`config.mk`:
```
export PLATFORM = sky130hd
export DESIGN_NAME = ldd_ram
export DESIGN_NICKNAME = d
export VERILOG_FILES = /design/src/rtl/ldd_ram.sv
export SDC_FILE = /design/constraint.sdc
export NUM_CORES = 2
export LEC_CHECK = 0
export ABC_AREA = 1
export BUFFER_PORTS_ARGS = -buffer_cell sky130_fd_sc_hd__buf_2
export CORE_MARGIN = 2
export CORE_UTILIZATION = 43
export DETAILED_ROUTE_END_ITERATION = 7
export RECOVER_POWER = 25
export SLEW_MARGIN = 25
export SYNTH_ARGS = -nofsm -noshare
export SYNTH_HDL_FRONTEND = slang
export SYNTH_SLANG_ARGS = --single-unit
```
`constraint.sdc`:
```
create_clock -name clk_i -period 1.8 [get_ports clk_i]
set_input_delay 0.09 -clock clk_i [delete_from_list [all_inputs] [get_ports clk_i]]
set_output_delay 0.09 -clock clk_i [all_outputs]
set_load 0.02 [all_outputs]
```
`src/rtl/ldd_ram.sv`:
```
`timescale 1ns / 1ps
// ----------------------------------------------------------------------------
// ldd_ram: generic single-port RAM.
// One write or one read per cycle, read data registered.
// ----------------------------------------------------------------------------
module ldd_ram #(
  parameter int Width = 8,
  parameter int Depth = 256
) (
  input  logic                     clk_i,
  input  logic                     we_i,
  input  logic [$clog2(Depth)-1:0] addr_i,
  input  logic [Width-1:0]         wdata_i,
  output logic [Width-1:0]         rdata_o
);
  logic [Width-1:0] mem_q [Depth];

  always_ff @(posedge clk_i) begin
    if (we_i) begin
      mem_q[addr_i] <= wdata_i;
    end
    rdata_o <= mem_q[addr_i];
  end
endmodule

```
==> impl_metrics.toml <==
[global_routing]
grt_max_degree = 85
grt_pass1_wl_um = 356000
grt.overflow.total = 0
grt_pass1_vias = 56230
antenna_found_initial = 3
track_usage = 0.237

[placement]
io_buffers = 25
dpl_cell_area_um2 = 94200
place_congestion = 0.898
hpwl_um = 154000

[setup_path]
reg2reg_slack_ns = -0.04
crit_fanout = 1
reg2reg_from = "mem_q[88][2]"
end_kind = "flop"
r2r-end = "rdata_o[2]"
crit_type = "flop to flop"
arrival_ns = 2.58
worst_setup_path_start_kind = "flop"
worstRegToRegCells = 13
crit_required_ns = 2.54

[yosys]
avgSynthCellArea_um2 = 10.6
postSynthNetCount = 8039
syn_area_um2 = 84900
synth_seq_area_share = 0.727
yosysUniqueCellTypes = 18
yosys.area.top_type = "edfxtp_1"
synth_top_cell_area_share = 0.725
yosysWarnings = 0
synth_seq_cells = 2056
synth_edf_count = 2048
async_flop_share = 0
synth_ff_type = "edfxtp_1"
netlist_instances = 8021
synthTopCellsByArea = "edfxtp_1 (72%), nand2_1 (21%), nor2_1 (1.6%), nand3_1 (1.1%), buf_2 (1.1%)"

[finish]
drive_gt1_frac = 0.147
fin_util = 0.517
mostFrequentLayoutCells = "nand2_1 (4709), edfxtp_1 (2048), buf_4 (563), nor2_1 (273), clkbuf_16 (210)"
final_nets = 8605
syn_to_final_growth_pct = 19.9
mostFrequentLayoutCell = "nand2_1"
fin_area_um2 = 102000

[sta]
tightest_slew_ns = 1.89
fin_crit_sh = 1.02
final_max_slew_viol_count = 132
relSlewSlack = -0.260
max_freq_ghz = 0.544
fin_ws_ns = -0.0378
setup_viol = 19
finalHoldViolCount = 0
rsz0062_at_grt = "yes"
setup_tns_ns = -0.233
fin_worst_skew_ns = 0.0475
min_period_ns = 1.84

[floorplanning]
row_count = 163
dieArea_um2 = 201000
die_y_um = 448
num_io_pins = 26
initial_core_util = 0.431
die_w_um = 448
fp.coreArea_um2 = 197000

[routing]
drt-total-wl_um = 239000
firstDrtPassIters = 8
wl_per_cell_um = 21.0
drt_iter0_drc = 5900
vias_per_cell = 5.10
drc = 0
vias = 58158
drtAntennaViolNets = 0

[job]
maxCapViolations = 4

[pwr]
p_leak_uw = 0.0410
p_per_area_nw_per_um2 = 1030
vdd_ir_drop_max_mv = 0.770
finalPower_uw = 104000

[clocking]
cts_setup_buffers = 0
htreeDepth = 4
root_buffer = "clkbuf_16"
cts_tree = "built"
clock_latency_ns = 0.85
cts_num_sinks = 2056
path_clk_slew_ns = 0.06
clock_path_buffers = 3
cts_buffers = 210

[outcome]
status = "complete, but fails checks"
violations = "capacitance limit, slew limit, setup timing"

[min_path]
holdPathEnd = "mem_q[233][0]"
hold_class = "input port to flop"
hp-start = "we_i"
hold_depth = 5
[routing by layer]
layer,vias to the layer above,routed length [um],track usage
li1,27528,-,-
met1,28257,102000,0.330
met2,2029,113000,0.387
met3,344,17200,0.0356
met4,0,7150,0.0734
met5,-,0,0
[area by class of cell]
type	count	area [um2]
fill	17102	95100
sequential	2056	61700
multi-input combinational	5513	22000
timing repair buffer	771	7530
clock buffer	248	5440
tap	2640	3300
clock inverter	146	1640
inverter	35	165
antenna	1	2.50
[state kept, by name, indices dropped and copies added, names as in the netlist]
register and cells:
mem_q 2048, rdata_o 8
[critical path: stages, from the launching register on]
cell and delay, ns:
edfxtp_1 0.37, nand2_1 0.08, nand2_1 0.04, nand2_1 0.06, nand3_1 0.09, nand2_1 0.08
nand2_1 0.07, o21ai_2 0.23, nand2_2 0.13, nor2_4 0.14, nor2_2 0.09, nor2_2 0.16
buf_6 0.12, nand2_1 0.05
[Yosys cell counts (8+ instances only)]
cell type,count
nand2_1,4770
a21oi_1,32
nand3_1,188
inv_1,31
o21ai_0,41
clkbuf_1,170
dfxtp_1,8
edfxtp_1,2048
nor2_1,361
o21ai_1,119
buf_2,182
buf_1,52
[stage by stage]
stage          hold slack, ns  worst slack (ns)  instances
2_1_floorplan           0.189            -0.130       8021
3_3_place_gp            0.461            -0.966      11005
3_5_place_dp            0.461            -0.962      11005
4_1_cts                0.0546           -0.0876      11410
5_1_grt                0.0919           -0.0995      11410
6_report                0.115           -0.0378      11410
[report_power, final]
group	leakage, uW	switching [uW]	internal (uW)
logic	0.0191	4850	2100
registers	0.0185	76.0	52800
clock network	0.00346	18700	25900
[worst max path at each step]
stage / from / end / cells past startpoint
final: mem_q[88][2] / rdata_o[2] / 13
after global routing: mem_q[92][6] / rdata_o[6] / 14
after CTS: mem_q[86][4] / rdata_o[4] / 13
after detailed placement: addr_i[0] / rdata_o[0] / 16
after global placement: addr_i[0] / rdata_o[0] / 16
after floorplan: addr_i[1] / mem_q[234][0] / 10
[kinds of logic (layout without fill, tap and decap cells)]
group	Yosys count	after routing	share of synthesized area
simple gates	5321	5321	0.238
flops	2056	2056	0.727
buf+inv	452	1200	0.0236
compound gates	192	192	0.0113
other cells	0	1	0
[timing repair]
item / CTS / global route
endpoints found under the hold margin: 2004 / 0
endpoints found under the setup margin: 10 / 16
hold buffers: 11 / 0
pin swaps: 9 / 74
resized for setup: 56 / 143
Power figures use the tool's default switching activity.
