`src/rtl/ldd_pkg.sv`:
```
`timescale 1ns / 1ps
// ----------------------------------------------------------------------------
// ldd_pkg: shared types and constants of the locate database decoder.
// Holds sizes, code values and the front-to-back command format.
// ----------------------------------------------------------------------------
package ldd_pkg;

  localparam int PathBytes       = 1024;
  localparam int PathAw          = $clog2(PathBytes);
  localparam int BigramEntries   = 128;
  localparam int TableBytes      = 2 * BigramEntries;
  localparam int TableAw         = $clog2(TableBytes);
  localparam int PatternBytes    = 8;
  localparam int EscapeWordBytes = 4;
  localparam int EscBits         = 8 * EscapeWordBytes;

  localparam logic [7:0] CountOffset = 8'd14;
  localparam logic [7:0] EscapeCode  = 8'd30;
  localparam logic [7:0] BigramMark  = 8'd128;

  localparam logic [0:0] CfgPatternBytes  = 1'b0;
  localparam logic [0:0] CfgPatternLength = 1'b1;

  localparam logic [1:0] FaultNone = 2'd0;
  localparam logic [1:0] FaultSat  = 2'd1;
  localparam logic [1:0] FaultOvf  = 2'd2;

  typedef enum logic [1:0] {
    CmdLit   = 2'd0,
    CmdPair  = 2'd1,
    CmdCount = 2'd2
  } cmd_op_e;

  // Command passed from the front part to the back part.
  typedef struct packed {
    cmd_op_e            op;
    logic [7:0]         chr;
    logic [TableAw-2:0] entry;
    logic signed [EscBits:0] delta;
  } cmd_t;

endpackage

```
`src/rtl/ldd_queue.sv`:
```
`timescale 1ns / 1ps
// ----------------------------------------------------------------------------
// ldd_queue: two-entry command queue.
// Decouples the classifier from the path engine.
// ----------------------------------------------------------------------------
module ldd_queue (
  input  logic          clk_i,
  input  logic          rst_ni,
  input  logic          in_valid_i,
  output logic          in_ready_o,
  input  ldd_pkg::cmd_t in_data_i,
  output logic          out_valid_o,
  input  logic          out_ready_i,
  output ldd_pkg::cmd_t out_data_o
);
  ldd_pkg::cmd_t mem_q [2];
  logic          wp_q, rp_q;
  logic [1:0]    cnt_q;
  logic          push, pop;

  assign in_ready_o  = cnt_q != 2'd2;
  assign out_valid_o = cnt_q != 2'd0;
  assign out_data_o  = mem_q[rp_q];
  assign push        = in_valid_i && in_ready_o;
  assign pop         = out_valid_o && out_ready_i;

  always_ff @(posedge clk_i) begin
    if (push) mem_q[wp_q] <= in_data_i;
  end

  always_ff @(posedge clk_i or negedge rst_ni) begin
    if (!rst_ni) begin
      wp_q  <= 1'b0;
      rp_q  <= 1'b0;
      cnt_q <= 2'd0;
    end else begin
      if (push) wp_q <= !wp_q;
      if (pop) rp_q <= !rp_q;
      cnt_q <= cnt_q + {1'b0, push} - {1'b0, pop};
    end
  end
endmodule

```
`config.mk`:
```
export PLATFORM = sky130hd
export DESIGN_NAME = ldd_queue
export DESIGN_NICKNAME = d
export VERILOG_FILES = /design/src/rtl/ldd_pkg.sv /design/src/rtl/ldd_queue.sv
export SDC_FILE = /design/constraint.sdc
export NUM_CORES = 1
export LEC_CHECK = 0
export ABC_AREA = 1
export ABC_CLOCK_PERIOD_IN_PS = 3610
export BUFFER_PORTS_ARGS = -buffer_cell sky130_fd_sc_hd__buf_2
export CAP_MARGIN = 0
export CELL_PAD_IN_SITES_DETAIL_PLACEMENT = 0
export CELL_PAD_IN_SITES_GLOBAL_PLACEMENT = 2
export CORE_MARGIN = 3
export CORE_UTILIZATION = 34
export DETAILED_ROUTE_END_ITERATION = 8
export GPL_ROUTABILITY_DRIVEN = 1
export HOLD_SLACK_MARGIN = 0.06
export MAX_ROUTING_LAYER = met4
export PLACE_DENSITY = 0.89
export SYNTH_ARGS = -nofsm -noshare
export SYNTH_HDL_FRONTEND = slang
export SYNTH_SLANG_ARGS = --single-unit
```
`constraint.sdc`:
```
create_clock -name clk_i -period 3.61 [get_ports clk_i]
set_input_delay 0.5415 -clock clk_i [delete_from_list [all_inputs] [get_ports clk_i]]
set_output_delay 0.5415 -clock clk_i [all_outputs]
set_load 0.02 [all_outputs]
```
==> reports/metrics.cfg <==
[status]
status=completed

[min_path]
min-delay-start=in_data_i[3]
min_path_cells=1
hold_path_class=in2reg
whs_endpoint=mem_q[1][3]

[synth]
synth_fa_ha_area_share_pct=0.319
synth.area.top_cells=edfxtp_1, nand2_1, dfrtp_1, buf_8, inv_1
synth.avg_cell_area_um2=13.4
synth-xor-area-share_pct=0.223
synth_nets=348
synth_top_area_share_pct=76.5
synth_compound_area_share_pct=0.255
syn-cell-area_um2=3930
ys_warn_count=0
synth_seq_area_share_pct=79.1
synth_mux_area_share_pct=0
synth_cell_types=17
yosys_register_bits=104
synth_top_family_by_area=simple AND/OR/NAND/NOR gates
synth_simple_gate_area_share_pct=16.4
synth_cells=293
synth_area_leader_cell=edfxtp_1

[route]
vias_per_cell=4.31
wl_um=7060
drc=0
via_count=2360
wl_per_cell_um=12.9
drt_iter0_drc=74
postRouteAntennaNets=0
first_pass_iters=4

[setup_path]
reg2reg_to=mem_q[1][46]
r2r-start=cnt_q[0]
cp-start-kind=register
crit_chain=buf_4 > nand2_1 > nand2_1 > buf_2
crit_fanout=30
reg2reg_slack_ns=1.66
path_class=reg2out
cp-end-kind=output pin
required_ns=3.07
reg2regPathDepth=5
crit_slowest_cell=dfrtp_2
crit_top_cell=nand2_1
arrival_ns=1.84
slowest_delay_ns=0.76

[cts]
cts_resized=0
path_clk_slew_ns=0.07
h-tree-depth=3
cts_num_sinks=104
clk_path_buf_depth=2
post_cts_buffers=0
cts-root-buf=clkbuf_16
numCtsBuffers=9
cts_tree=built
clock_latency_ns=0.33

[timing]
rsz0062_at_grt=false
fmax_ghz=0.420
tightest_slew_ns=0.630
tns_ns=0
fin_crit_sh_pct=65.9
layout_min_cycle_time_ns=2.38
clock_skew_ns=0.00667
finalSetupViolCount=0
relSlewSlack_pct=58.0
hold_viol_final=0
slew_viol_final=0

[place]
place_hpwl_um=4710
gp_congestion=0.715
place_area_um2=4550
port_buffers=105

[finish]
num_antenna_cells=0
drive_gt1_share_pct=32.2
fin_nets=457
area_growth_pct=23.0
num-fill-cells=1021
final_cell_area_um2=4830

[floorplanning]
row_count=38
fp.dieH_um=113
core-area_um2=11100
start_util_pct=35.4
die_area_um2=12900
die_w_um=113
ioPinCount=106

[power]
power.leakage_nw=2.08
irDropWorstVdd_uv=312
power_density_nw_per_um2=842

[grt]
grt_max_degree=52
grtUsageTotal_pct=11.5
grt.overflow.total=0
grt_pass1_wl_um=10900
grt_pass1_vias=2285
antenna_found_initial=0

[job]
cap_violations=0

worst max-delay path: cells and delay by family, from the launching register on:
| family | cells | cell delay [ns] |
|---|---|---|
| flops | 1 | 0.76 |
| simple gates | 2 | 0.17 |
| buf+inv | 2 | 0.54 |
kinds of logic after synthesis:
group / after synthesis
AOI/OAI and AO/OA: 2
xor gates and xnor gates: 1
adders and majority gates: 1
buffers and inverters: 19
DFF: 104
and+or+nand+nor: 166
per-layer routing:
layer / track usage (%) / part of all wire, %
met1: 13.3 / 43
met2: 19.2 / 50
met3: 2.76 / 6.0
met4: 4.57 / 1.3
met5: - / 0
report_power, final:
part | leakage [nW] | internal [mW] | total [mW] | switching [mW]
Combinational | 0.980 | 0.413 | 1.44 | 1.02
Clock | 0.122 | 0.462 | 0.847 | 0.385
Sequential | 0.974 | 1.65 | 1.78 | 0.134
Total | 2.08 | 2.52 | 4.06 | 1.54
worst max-delay path by stage:
stage / startpoint / cells after the start / to / slack [ns]
4_1_cts: rp_q / 4 / out_data_o[49] / 1.17
2_1_floorplan: cnt_q[1] / 3 / mem_q[0][0] / 0.38
5_1_grt: rp_q / 4 / out_data_o[48] / 1.09
6_report: rp_q / 4 / out_data_o[48] / 1.23
3_3_place_gp: rp_q / 4 / out_data_o[42] / 1.56
3_5_place_dp: in_valid_i / 4 / mem_q[1][36] / 1.52
placed cells by master (no fill, tap or decap), types with 2 or more instances in the layout:
master / instances
nor2_4: 2
dfrtp_1: 3
buf_4: 3
nor2_2: 2
clkbuf_16: 9
nand3_1: 2
buf_2: 105
nand2_1: 156
clkinv_2: 2
edfxtp_1: 100
nand2_2: 2
clkinvlp_4: 3
inv_1: 7
layout make-up:
type                       count  area, µm²  share of cell area [%]
clock buffer                  10        229                    4.74
multi-input combinational    170        689                    14.3
tap                          140        175                    3.63
timing repair buffer         109        558                    11.6
sequential                   104       3100                    64.3
clock inverter                 6       36.3                   0.751
inverter                       8       37.5                   0.777
what timing repair did:
action                     in CTS  in global routing
hold endpoints to repair        4                  0
hold buffers                    1                  0
setup endpoints to repair       0                  0
registers in the layout, summed over array words and instances (netlist names):
signal	cells
wp_q	1
cnt_q	2
rp_q	1
mem_q	100
cell usage after synthesis (all sizes together):
cell type,instances
a21oi,1
buf,11
dfrtp,4
edfxtp,100
ha,1
inv,8
nand2,159
nand3,2
nor2,5
o21ai,1
xor2,1
through the flow:
step / power, mW / hold slack [ns] / utilization, % / cells / setup slack [ns]
global placement: 3.27 / 0.352 / 41.1 / 530 / 1.56
floorplan: 2.84 / 0.246 / - / 293 / 0.380
finish: 4.06 / 0.396 / 43.6 / 547 / 1.23
CTS: 4.14 / 0.381 / 43.6 / 547 / 1.17
detailed placement: 3.29 / 0.357 / 41.1 / 530 / 1.52
global route: 4.33 / 0.386 / 43.6 / 547 / 1.09
Power figures use the tool's default switching activity.
