===== src/rtl/ldd_pkg.sv =====
`timescale 1ns / 1ps
// ----------------------------------------------------------------------------
// ldd_pkg: shared types and constants of the locate database decoder.
// Holds sizes, code values and the front-to-back command format.
// ----------------------------------------------------------------------------
package ldd_pkg;

  localparam int PathBytes       = 1024;
  localparam int PathAw          = $clog2(PathBytes);
  localparam int BigramEntries   = 128;
  localparam int TableBytes      = 2 * BigramEntries;
  localparam int TableAw         = $clog2(TableBytes);
  localparam int PatternBytes    = 8;
  localparam int EscapeWordBytes = 4;
  localparam int EscBits         = 8 * EscapeWordBytes;

  localparam logic [7:0] CountOffset = 8'd14;
  localparam logic [7:0] EscapeCode  = 8'd30;
  localparam logic [7:0] BigramMark  = 8'd128;

  localparam logic [0:0] CfgPatternBytes  = 1'b0;
  localparam logic [0:0] CfgPatternLength = 1'b1;

  localparam logic [1:0] FaultNone = 2'd0;
  localparam logic [1:0] FaultSat  = 2'd1;
  localparam logic [1:0] FaultOvf  = 2'd2;

  typedef enum logic [1:0] {
    CmdLit   = 2'd0,
    CmdPair  = 2'd1,
    CmdCount = 2'd2
  } cmd_op_e;

  // Command passed from the front part to the back part.
  typedef struct packed {
    cmd_op_e            op;
    logic [7:0]         chr;
    logic [TableAw-2:0] entry;
    logic signed [EscBits:0] delta;
  } cmd_t;

endpackage


===== src/rtl/ldd_if.sv =====
`timescale 1ns / 1ps
// ----------------------------------------------------------------------------
// ldd_if: valid/ready channel interfaces.
// A byte channel, a result channel and a configuration write channel.
// ----------------------------------------------------------------------------
interface ldd_in_if;
  logic       valid;
  logic       ready;
  logic [7:0] code_byte;
  modport source (output valid, output code_byte, input ready);
  modport sink (input valid, input code_byte, output ready);
endinterface



===== src/rtl/ldd_front.sv =====
`timescale 1ns / 1ps
// ----------------------------------------------------------------------------
// ldd_front: byte classifier.
// Loads the bigram table, gathers escape words and issues commands.
// ----------------------------------------------------------------------------
module ldd_front (
  input  logic                           clk_i,
  input  logic                           rst_ni,
  ldd_in_if.sink                         in_if,
  output logic                           tbl_we_o,
  output logic [ldd_pkg::TableAw-1:0]    tbl_addr_o,
  output logic [7:0]                     tbl_data_o,
  output logic                           cmd_valid_o,
  input  logic                           cmd_ready_i,
  output ldd_pkg::cmd_t                  cmd_o
);
  localparam int LdW = ldd_pkg::TableAw + 1;
  localparam int EbW = $clog2(ldd_pkg::EscapeWordBytes + 1);

  logic [LdW-1:0]               load_q, load_d;
  logic [EbW-1:0]               left_q, left_d;
  logic [ldd_pkg::EscBits-1:0]  acc_q, acc_d;
  logic                         loading, fire;
  logic [ldd_pkg::EscBits-1:0]  word;

  assign loading    = !load_q[LdW-1];
  assign in_if.ready = loading || cmd_ready_i;
  assign fire       = in_if.valid && in_if.ready;
  assign tbl_we_o   = fire && loading;
  assign tbl_addr_o = load_q[LdW-2:0];
  assign tbl_data_o = in_if.code_byte;

  // The last escape byte enters at the top of the word.
  assign word = {in_if.code_byte, acc_q[ldd_pkg::EscBits-1:8]};

  // Classification of one byte.
  always_comb begin
    load_d      = load_q;
    left_d      = left_q;
    acc_d       = acc_q;
    cmd_valid_o = 1'b0;
    cmd_o.op    = ldd_pkg::CmdLit;
    cmd_o.chr   = in_if.code_byte;
    cmd_o.entry = in_if.code_byte[ldd_pkg::TableAw-2:0];
    cmd_o.delta = (ldd_pkg::EscBits + 1)'($signed({1'b0, in_if.code_byte}))
                - (ldd_pkg::EscBits + 1)'(ldd_pkg::CountOffset);
    if (loading) begin
      if (fire) load_d = load_q + 1'b1;
    end else if (left_q != '0) begin
      if (fire) begin
        acc_d  = word;
        left_d = left_q - 1'b1;
      end
      if (left_q == EbW'(1)) begin
        cmd_valid_o = in_if.valid;
        cmd_o.op    = ldd_pkg::CmdCount;
        cmd_o.delta = $signed({word[ldd_pkg::EscBits-1], word})
                    - (ldd_pkg::EscBits + 1)'(ldd_pkg::CountOffset);
      end
    end else if (in_if.code_byte < ldd_pkg::EscapeCode) begin
      cmd_valid_o = in_if.valid;
      cmd_o.op    = ldd_pkg::CmdCount;
    end else if (in_if.code_byte == ldd_pkg::EscapeCode) begin
      if (fire) left_d = EbW'(ldd_pkg::EscapeWordBytes);
    end else begin
      cmd_valid_o = in_if.valid;
      cmd_o.op    = in_if.code_byte[7] ? ldd_pkg::CmdPair : ldd_pkg::CmdLit;
    end
  end

  always_ff @(posedge clk_i or negedge rst_ni) begin
    if (!rst_ni) begin
      load_q <= '0;
      left_q <= '0;
      acc_q  <= '0;
    end else begin
      load_q <= load_d;
      left_q <= left_d;
      acc_q  <= acc_d;
    end
  end
endmodule


===== src/flat_wrapper.sv =====
// flat-port wrapper written by rule: the top's interface ports become plain ports
module ldd_front_flat 
  (clk_i, rst_ni, tbl_we_o, tbl_addr_o, tbl_data_o, cmd_valid_o, cmd_ready_i, cmd_o, in_if_valid, in_if_code_byte, in_if_ready);
  ldd_in_if in_if_i ();
  input  logic clk_i;
  input  logic rst_ni;
  output logic tbl_we_o;
  output logic [ldd_pkg::TableAw-1:0] tbl_addr_o;
  output logic [7:0] tbl_data_o;
  output logic cmd_valid_o;
  input  logic cmd_ready_i;
  output ldd_pkg::cmd_t cmd_o;
  input wire logic [$bits(in_if_i.valid)-1:0] in_if_valid;
  input wire logic [$bits(in_if_i.code_byte)-1:0] in_if_code_byte;
  output wire logic [$bits(in_if_i.ready)-1:0] in_if_ready;
  assign in_if_i.valid = in_if_valid;
  assign in_if_i.code_byte = in_if_code_byte;
  assign in_if_ready = in_if_i.ready;
  ldd_front u_core (.clk_i(clk_i), .rst_ni(rst_ni), .in_if(in_if_i), .tbl_we_o(tbl_we_o), .tbl_addr_o(tbl_addr_o), .tbl_data_o(tbl_data_o), .cmd_valid_o(cmd_valid_o), .cmd_ready_i(cmd_ready_i), .cmd_o(cmd_o));
endmodule

===== config.mk =====
export PLATFORM = sky130hd
export DESIGN_NAME = ldd_front_flat
export DESIGN_NICKNAME = d
export VERILOG_FILES = /design/src/rtl/ldd_pkg.sv /design/src/rtl/ldd_if.sv /design/src/rtl/ldd_front.sv /design/src/flat_wrapper.sv
export SDC_FILE = /design/constraint.sdc
export NUM_CORES = 1
export LEC_CHECK = 0
export ABC_AREA = 1
export BUFFER_PORTS_ARGS = -buffer_cell sky130_fd_sc_hd__buf_4
export CORE_ASPECT_RATIO = 2
export CORE_UTILIZATION = 46
export CTS_CLUSTER_DIAMETER = 40
export DETAILED_ROUTE_END_ITERATION = 6
export MAX_ROUTING_LAYER = met4
export PLACE_DENSITY = 0.81
export SKIP_LAST_GASP = 1
export SLEW_MARGIN = 20
export SYNTH_ARGS = -nofsm -noshare
export SYNTH_HDL_FRONTEND = slang
export SYNTH_SLANG_ARGS = --single-unit

===== constraint.sdc =====
create_clock -name clk_i -period 3.9 [get_ports clk_i]
set_clock_uncertainty 0.15 [all_clocks]
set_input_delay 0.195 -clock clk_i [delete_from_list [all_inputs] [get_ports clk_i]]
set_output_delay 0.195 -clock clk_i [all_outputs]
set_load 0.05 [all_outputs]

==> metrics.md, run 1 <==
| Metric | Value |
|---|---|
| Met3 wire length | `363 um` |
| Reg2reg path depth | `5` |
| Synthesized netlist cell count | `460` |
| Synth unique cells | `31` |
| Pin count of the biggest net entering global routing | `48` |
| PD cells | `794 mW/mm^2` |
| Cts bufs inserted | `5` |
| Layout area overhead | `18.1%` |
| Synth Flop Type | `dfrtp_1` |
| Slew margin rel. | `45.4%` |
| Final Setup Violations | `0` |
| Worst Path Arrival | `around 2600 ps` |
| Tot GR Track Use | `between 20% and 30%` |
| TritonCTS sink count | `36` |
| Slew @ Worst Pin | `816 ps` |
| Share of cells above drive strength 1 | `about 22%` |
| Grt total ovfl | `0` |
| Overall Power | `roughly 2900 uW` |
| FFs w/ async S/R, synth | `100%` |
| Sequential share of the synthesized area | `approximately 30%` |
| Met2 WL post-DR | `4790 um` |
| Top sig layer | `met4` |
| Die span in x | `59.6 um` |
| Synth Net Count | `between 400 and 500` |
| HP Class | `input pin to flip-flop` |
| Fin crit period | `roughly 2900 ps` |
| Crit Path Max Fanout | `16` |
| Final wirelength | `a little under 9000 um` |
| Die height | `117 um` |
| Vias/cell | `5.23` |
| Run status | `complete, no violations` |
| Met1 WL | `3140 um` |
| Antenna cells | `0` |
| DRC | `0` |
| Max Cap Viol | `0` |
| Die area | `0.00698 sq mm` |
| Mapped cell area | `around 0.0030 sq mm` |
| Final Max Slew Viols | `0` |
| Initial Util | `between 40% and 50%` |
| Initial antenna violation count | `0` |
| Clock-pin slew on the worst setup and hold paths | `50 ps` |
| First-pass DRT Iterations | `4` |
| EDFF count, synth | `0` |
| Ratio of final minimum period to clock period | `74.5%` |
| Nets | `around 520` |
| Core area | `~0.0064 sq mm` |
| Final hold vios | `0` |
| Gpl congestion | `0.932` |
| Peak VDD IR | `roughly 0.00037 V` |
| Setup TNS | `0 ps` |
| Most frequent cells in the layout | `120 x nand2_1, 80 x buf_4, 52 x inv_1, 48 x nor2_1, 36 x dfrtp_1` |
| Vias | `3,099` |
| #FFs+latches synth | `36` |
| Synth warn | `0` |
| H-tree depth | `2` |
| Commonest non-fill, non-tap cell in the layout | `nand2_1` |
| First-pass GRT wire length | `14,200 um` |
| Number of I/O pins | `81` |
| Row count | `~40` |
| Fmax | `0.344 GHz` |
| PortBufs | `80` |
| Drt wl/cell | `approximately 15 um` |
| Root buffer cell | `clkbuf_16` |
| Worst Setup End Kind | `output port` |
| Reg area | `901 sq um` |
| RSZ-0062 raised after global routing | `false` |
| Max clock buf depth | `2` |
| Crit start category | `flip-flop` |
| Vias in the first global route | `~3k` |
| Iter 0 DRT Violations | `145` |
| # fillers | `around 660` |
| Worst Hold Depth | `3` |
| HPWL after DPL | `6920 um` |
| Crit path kind | `flip-flop to output port` |
| Worst EP required | `about 3600 ps` |
| TritonCTS clock tree | `yes` |
| Mean post-synth cell area | `about 6.6 sq um` |
| Clock latency on the worst-skew pair | `280 ps` |
| Post-route ant nets | `0` |
| Area occupied by multi-input gates | `between 0.0015 and 0.002 sq mm` |
| Cts repair resizes | `0` |
| Leakage | `about 0.0019 uW` |
synthesized netlist by cell type (3+ instances only):
master   count  share of area [%]
buf_6        5                1.8
nor3_1       6               0.98
nand3_1     31                5.1
nor2_2       8                1.6
nand2_1    120                 15
dfrtp_1     36                 30
inv_1       52                6.4
o31ai_1      3               0.74
a21oi_1      6               0.98
nor2_1      48                5.9
nand4_1      8                1.6
xnor2_1      4                1.1
o21ai_0     33                5.4
ha_1         5                2.1
o21ai_1     24                3.9
xor2_1      12                3.4
inv_2        6               0.74
buf_4       35                8.6
layer usage:
metal | up-vias | track usage, %
li1 | 1530 | -
met1 | 1446 | 27.3
met2 | 97 | 51.9
met3 | 26 | 3.74
met4 | 0 | 16.4
met5 | - | -
repair_timing:
item / 4_1_cts / 5_1_grt
hold buffers: 1 / 0
hold endpoints to repair: 36 / 0
setup buffers: 0 / 0
metrics by stage:
step | instance area [sq um] | cells | util [%] | hold slack, ps | setup WS (ps)
finish | 3600 | 593 | 56.6 | 68.3 | 994
global route | 3600 | 593 | 56.6 | 90.5 | 825
CTS | 3600 | 593 | 56.6 | 69.6 | 985
detailed placement | 3430 | 584 | 53.9 | 37.9 | 1300
global placement | 3430 | 584 | 53.9 | 34.9 | 1400
floorplan | 3050 | 460 | - | -251 | 1150
worst max-delay path, stage by stage (launching register included):
cell,delay [ps]
dfrtp_1,430
inv_1,70
ha_1,260
nor2_2,410
nand2_4,180
nand2_1,500
o21ai_0,190
buf_4,230
power breakdown:
| group | switching, uW | total [uW] | leakage [uW] | internal [uW] |
|---|---|---|---|---|
| Sequential | 186 | 694 | 0.000455 | 508 |
| Combinational | 1230 | 1710 | 0.00138 | 475 |
| Clock | 156 | 457 | 0.0000808 | 301 |
| Total | 1580 | 2860 | 0.00192 | 1280 |
flip-flops by register name, indices dropped and copies added (netlist names):
signal / cells
u_core.load_q: 9
u_core.acc_q: 24
u_core.left_q: 3
logic make-up after synthesis:
logic type | Yosys count | synth area share, %
xor+xnor | 16 | 4.60
fa+ha+maj | 5 | 2.05
mux | 1 | 0.369
buf+inv | 100 | 17.9
compound gates | 68 | 11.5
flops | 36 | 29.5
simple gates | 234 | 34.0
layout make-up:
type                       count  share of cell area, %
clock buffer                   6                   3.58
clock inverter                 2                  0.973
tap                           86                   2.99
multi-input combinational    324                   44.5
sequential                    36                   25.0
timing repair buffer          81                   17.0
inverter                      58                   6.04
worst paths after layout:
path | start | to | slack, ps
setup reg to reg | u_core.left_q[2] | u_core.acc_q[8] | 1360
max in group asynchronous | rst_ni | u_core.load_q[1] | 2990
hold reg to reg | u_core.acc_q[8] | u_core.acc_q[8] | 360
hold / removal | in_if_valid | u_core.load_q[8] | 70
min in group asynchronous | rst_ni | u_core.acc_q[26] | 260
setup / recovery | u_core.left_q[2] | cmd_o[16] | 990
Note: power is estimated with default switching activity, not from simulation.
==> run 2: changes to the inputs <==
--- a/config.mk
+++ b/config.mk
@@ -12,7 +12,7 @@
 export CTS_CLUSTER_DIAMETER = 40
 export DETAILED_ROUTE_END_ITERATION = 6
 export MAX_ROUTING_LAYER = met4
-export PLACE_DENSITY = 0.81
+export PLACE_DENSITY = 0.84
 export SKIP_LAST_GASP = 1
 export SLEW_MARGIN = 20
 export SYNTH_ARGS = -nofsm -noshare
==> constraint.sdc (replaced) <==
create_clock -name clk_i -period 2.3 [get_ports clk_i]
set_clock_uncertainty 0.15 [all_clocks]
set_input_delay 0.115 -clock clk_i [delete_from_list [all_inputs] [get_ports clk_i]]
set_output_delay 0.115 -clock clk_i [all_outputs]
set_load 0.05 [all_outputs]
==> metrics.md, run 2 (same netlist as run 1, synthesis figures left out) <==
| Metric | Value |
|---|---|
| RSZ-0062 raised after global routing | `true` |
| Die area | `0.00698 sq mm` |
| Fin crit period | `around 2300 ps` |
| Final Max Slew Viols | `0` |
| Layout area overhead | `31.9%` |
| HP Class | `input pin to flip-flop` |
| Worst Setup End Kind | `output port` |
| Run status | `complete, no violations` |
| Worst r2r src | `u_core.left_q[1]` |
| First-pass DRT Iterations | `5` |
| Max reg flops | `24` |
| Slew margin rel. | `between 60 and 70%` |
| Clock latency on the worst-skew pair | `around 290 ps` |
| Final wirelength | `9390 um` |
| Vias | `around 3.2k` |
| HPWL after DPL | `approximately 7000 um` |
| R2r endpoint | `u_core.acc_q[19]` |
| TritonCTS clock tree | `yes` |
| Crit path max-delay cell type | `dfrtp_1` |
| Vias in the first global route | `3,111` |
| Antenna cells | `0` |
| PortBufs | `80` |
| Pin count of the biggest net entering global routing | `37` |
| CP Cell Sequence | `ha_2 > nand2_4 > nand2_4 > nor2_4 > buf_6 > a31oi_1 > o31ai_1 > buf_4` |
| Final hold vios | `0` |
| Min-delay src | `in_if_code_byte[3]` |
| Area occupied by multi-input gates | `0.00179 sq mm` |
| Setup TNS | `0 ps` |
| Share of cells above drive strength 1 | `34.8%` |
| Ratio of final minimum period to clock period | `99.8%` |
| Max clock buf depth | `2` |
| Iter 0 DRT Violations | `184` |
| Most used cell, CP | `nand2_4` |
| First-pass GRT wire length | `14,700 um` |
| Crit Path Max Fanout | `5` |
| Clock-pin slew on the worst setup and hold paths | `60 ps` |
| Leakage | `0.00205 uW` |
| Cell Area, Placed | `0.00349 sq mm` |
| Most frequent cells in the layout | `112 x nand2_1, 84 x buf_4, 49 x inv_1, 36 x o21ai_1, 31 x nor2_1` |
| Crit path kind | `flip-flop to output port` |
| H-tree depth | `2` |
| CP peak stage delay | `between 400 and 500 ps` |
| # fillers | `601` |
| Core area | `0.00636 sq mm` |
| Biggest regs | `u_core.acc_q x24, u_core.load_q x9, u_core.left_q x3` |
| R2r setup slk | `390 ps` |
| Peak VDD IR | `0.000768 V` |
| Slew @ Worst Pin | `482 ps` |
| Initial antenna violation count | `0` |
| Root buffer cell | `clkbuf_16` |
| Worst Hold Depth | `3` |
| Row count | `41` |
| Max Cap Viol | `0` |
| Hold endpoint | `u_core.acc_q[27]` |
| Worst EP required | `about 2000 ps` |
| Nets | `542` |
| Commonest non-fill, non-tap cell in the layout | `nand2_1` |
| Crit start category | `flip-flop` |
| Reg2reg path depth | `8` |
| Die height | `117 um` |
| Vias/cell | `around 5.3` |
| PD cells | `1390 mW/mm^2` |
| Worst Path Arrival | `2030 ps` |
| Gpl congestion | `0.936` |
| Number of I/O pins | `81` |
| Drt wl/cell | `15.3 um` |
| Final Setup Violations | `0` |
| TritonCTS sink count | `36` |
| Final instance area | `0.00402 sq mm` |
| Die span in x | `~60 um` |
| Grt total ovfl | `0` |
| DRC | `0` |
| Tot GR Track Use | `between 20 and 30%` |
| Largest register by flop count | `u_core.acc_q` |
| Reg area | `~920 sq um` |
| Initial Util | `47.9%` |
| Post-route ant nets | `0` |
| Cts bufs inserted | `5` |
| Fmax | `approximately 0.44 GHz` |
-- run 2: cell types whose count changed in the layout (fill, tap and decap cells not counted), moves of 6 or more --
| cell | change |
|---|---|
| o21ai_1 | +12 |
| dfrtp_2 | +12 |
| nor2_4 | +11 |
| nor2_1 | -17 |
| nand2_1 | -8 |
| o21ai_0 | -14 |
| buf_6 | +12 |
| nor2_2 | +6 |
| dfrtp_1 | -12 |
-- run 2: stage by stage --
step | total power (uW) | utilization (%) | setup WS [ps] | instances | hold WS [ps]
2_1_floorplan | 3360 | - | -374 | 460 | -331
3_3_place_gp | 4120 | 54.9 | 171 | 592 | -35.7
3_5_place_dp | 4160 | 54.9 | 90.3 | 592 | -43.5
4_1_cts | 5100 | 59.0 | -19.5 | 604 | 19.4
5_1_grt | 5930 | 63.2 | -47.6 | 612 | 47.2
6_report | 5600 | 63.2 | 4.94 | 612 | 25.2
-- run 2: repair_timing --
action / in CTS / in global routing
hold endpoints to repair: 37 / 0
buffers inserted: 2 / 8
hold buffers: 2 / 0
pin swaps: 2 / 16
resized for setup: 18 / 70
setup endpoints to repair: 29 / 30
-- run 2: worst max-delay path by stage --
stage                     startpoint   endpoint  slack, ps
global route        u_core.acc_q[10]  cmd_o[19]        -50
finish              u_core.acc_q[10]  cmd_o[13]          5
floorplan           u_core.left_q[2]  cmd_o[13]       -370
global placement     u_core.acc_q[9]  cmd_o[27]        170
detailed placement   u_core.acc_q[9]  cmd_o[27]         90
CTS                  u_core.acc_q[9]  cmd_o[27]        -20
-- run 2: per-layer routing --
metal	global-route usage [%]	share of wire, %	up-vias
li1	-	-	1560
met2	52.7	56	152
met5	-	0	-
met1	29.9	34	1482
met4	14.4	4.8	0
met3	3.74	5.6	34
-- run 2: cell type report --
type,instances,share of cell area (%)
inverters,58,5.48
clock buffers,5,3.11
flip-flops and latches,36,22.8
well taps,86,2.68
clock inverters,3,1.06
multi-input cells,324,44.6
repair buffers,100,20.3
-- run 2: power by group --
part	total (uW)	leakage, uW	switching, uW	internal, uW
Combinational	3540	0.00153	2360	1170
Sequential	1260	0.000440	383	882
Clock	796	0.0000798	286	509
-- run 2: critical path: cells and delay by family, from the launching register on --
family	cells	cell delay, ps
buffers and inverters	2	380
AOI/OAI and AO/OA	2	370
DFF	1	410
adders and majority gates	1	220
and+or+nand+nor	3	360
==> run 3: changes to the inputs <==
--- a/config.mk
+++ b/config.mk
@@ -8,11 +8,11 @@
 export ABC_AREA = 1
 export BUFFER_PORTS_ARGS = -buffer_cell sky130_fd_sc_hd__buf_4
 export CORE_ASPECT_RATIO = 2
-export CORE_UTILIZATION = 46
+export CORE_UTILIZATION = 45
 export CTS_CLUSTER_DIAMETER = 40
 export DETAILED_ROUTE_END_ITERATION = 6
 export MAX_ROUTING_LAYER = met4
-export PLACE_DENSITY = 0.84
+export PLACE_DENSITY = 0.83
 export SKIP_LAST_GASP = 1
 export SLEW_MARGIN = 20
 export SYNTH_ARGS = -nofsm -noshare
==> metrics.md, run 3 (same netlist as run 1, synthesis figures left out) <==
| Metric | Value |
|---|---|
| Run status | `finished with violations` |
| Failing checks | `setup timing` |
| Pin count of the biggest net entering global routing | `37` |
| Fin crit period | `2300 ps` |
| Crit path kind | `flip-flop to output port` |
| Gpl congestion | `0.948` |
| Iter 0 DRT Violations | `191` |
| PD cells | `1380 mW/mm^2` |
| Tot GR Track Use | `28.6%` |
| Final wirelength | `9420 um` |
| Antenna cells | `0` |
| TritonCTS clock tree | `yes` |
| Initial Util | `a little under half` |
| HPWL after DPL | `6960 um` |
| Hold WS | `27.9 ps` |
| Final worst slack | `-1.62 ps` |
| Most frequent cells in the layout | `113 x nand2_1, 90 x buf_4, 50 x inv_1, 36 x nor2_1, 32 x o21ai_1` |
| Worst Path Arrival | `a little over 2000 ps` |
| Leakage | `~0.0021 uW` |
| First-pass GRT wire length | `14,800 um` |
| Final hold vios | `0` |
| Drt wl/cell | `15.3 um` |
| Biggest regs | `u_core.acc_q x24, u_core.load_q x9, u_core.left_q x3` |
| Initial antenna violation count | `0` |
| Crit start category | `flip-flop` |
| Grt total ovfl | `0` |
| Number of I/O pins | `81` |
| Final Setup Violations | `1` |
| Max clock buf depth | `2` |
| Vias | `3,246` |
| Min-delay src | `in_if_code_byte[3]` |
| Worst Hold Depth | `3` |
| Met3 wire length | `557 um` |
| Worst EP required | `a little over 2000 ps` |
| Die span in x | `around 60 um` |
| Ratio of final minimum period to clock period | `100%` |
| HP Class | `input pin to flip-flop` |
| Slew margin rel. | `67.5%` |
| PortBufs | `80` |
| Max Cap Viol | `0` |
| RSZ-0062 raised after global routing | `true` |
| Share of cells above drive strength 1 | `33.0%` |
| Cts bufs inserted | `5` |
| # fillers | `639` |
| Vias/cell | `about 5.3` |
| Commonest non-fill, non-tap cell in the layout | `nand2_1` |
| Clock latency on the worst-skew pair | `approximately 290 ps` |
| Crit Path Max Fanout | `5` |
| Root buffer cell | `clkbuf_16` |
| Largest register by flop count | `u_core.acc_q` |
| Row count | `42` |
| Die height | `118 um` |
| R2r setup slk | `450 ps` |
| Final Max Slew Viols | `0` |
| Worst r2r src | `u_core.left_q[1]` |
| DRC | `0` |
| H-tree depth | `2` |
| Vias in the first global route | `3,175` |
| Overall Power | `5470 uW` |
| Core area | `about 0.0066 sq mm` |
| Met1 WL | `3190 um` |
| Max reg flops | `24` |
| Hold endpoint | `u_core.acc_q[27]` |
| Fmax | `0.434 GHz` |
| Top sig layer | `met4` |
| Reg2reg path depth | `8` |
| Post-route ant nets | `0` |
| TritonCTS sink count | `36` |
| Layout area overhead | `30.3%` |
| Die area | `0.00713 sq mm` |
| Peak VDD IR | `0.000772 V` |
| Met2 WL post-DR | `5150 um` |
| Clock-pin slew on the worst setup and hold paths | `about 60 ps` |
| Nets | `544` |
| Slew @ Worst Pin | `roughly 490 ps` |
| R2r endpoint | `u_core.acc_q[29]` |
| Worst Setup End Kind | `output port` |
| First-pass DRT Iterations | `5` |
==> run 3: cell types whose count changed in the layout (fill, tap and decap cells not counted), sizes merged <==
cell,delta
buf,+2
==> run 3: layout make-up <==
type | count | area (sq um) | share of cell area (%)
clock buffers | 5 | 125 | 3.15
clock inverters | 3 | 42.5 | 1.07
inverters | 58 | 223 | 5.61
multi-input cells | 324 | 1750 | 44.1
flip-flops and latches | 36 | 911 | 22.9
well taps | 88 | 110 | 2.77
repair buffers | 102 | 808 | 20.3
==> run 3: stage by stage <==
| stage | utilization, % | cell area [sq um] | instances | setup WS [ps] | setup TNS, ps |
|---|---|---|---|---|---|
| 2_1_floorplan | - | 3050 | 460 | -374 | -1280 |
| 3_3_place_gp | 53.3 | 3500 | 595 | 178 | 0 |
| 3_5_place_dp | 53.3 | 3500 | 595 | 134 | 0 |
| 4_1_cts | 57.1 | 3750 | 608 | -14.8 | -16.3 |
| 5_1_grt | 60.5 | 3970 | 616 | -73.2 | -437 |
| 6_report | 60.5 | 3970 | 616 | -1.62 | -1.62 |
==> run 3: power breakdown <==
part / internal, uW / leakage (uW) / switching (uW)
combinational: 1120 / 0.00154 / 2320
sequential: 875 / 0.000445 / 352
clock: 509 / 0.0000798 / 295
total: 2500 / 0.00206 / 2960
==> run 3: repair_timing <==
item / 4_1_cts / 5_1_grt
setup buffers: 3 / 8
pin swaps: 1 / 19
endpoints found under the hold margin: 37 / 0
gates resized for setup: 12 / 54
hold buffers: 2 / 0
endpoints found under the setup margin: 20 / 27
==> run 3: critical path: stages, from the launching register on <==
cell     delay (ps)
dfrtp_1         410
ha_2            220
nand2_4          90
nand2_4          80
nor2_4          200
buf_6           130
a31oi_1          60
o31ai_1         290
buf_4           250
==> run 3: worst max path at each step <==
stage                endpoint  slack [ps]        startpoint  cells past startpoint
floorplan           cmd_o[13]        -370  u_core.left_q[2]                      7
global placement    cmd_o[27]         180   u_core.acc_q[9]                     13
detailed placement  cmd_o[27]         130   u_core.acc_q[9]                     13
CTS                 cmd_o[27]         -10   u_core.acc_q[9]                     13
global route        cmd_o[13]         -70   u_core.acc_q[9]                      8
finish              cmd_o[13]          -2   u_core.acc_q[9]                      8
==> run 3: layer usage <==
metal | global-route usage, % | vias up
met5 | - | -
met4 | 16.9 | 0
met3 | 3.94 | 32
met2 | 49.1 | 156
met1 | 29.0 | 1494
li1 | - | 1564
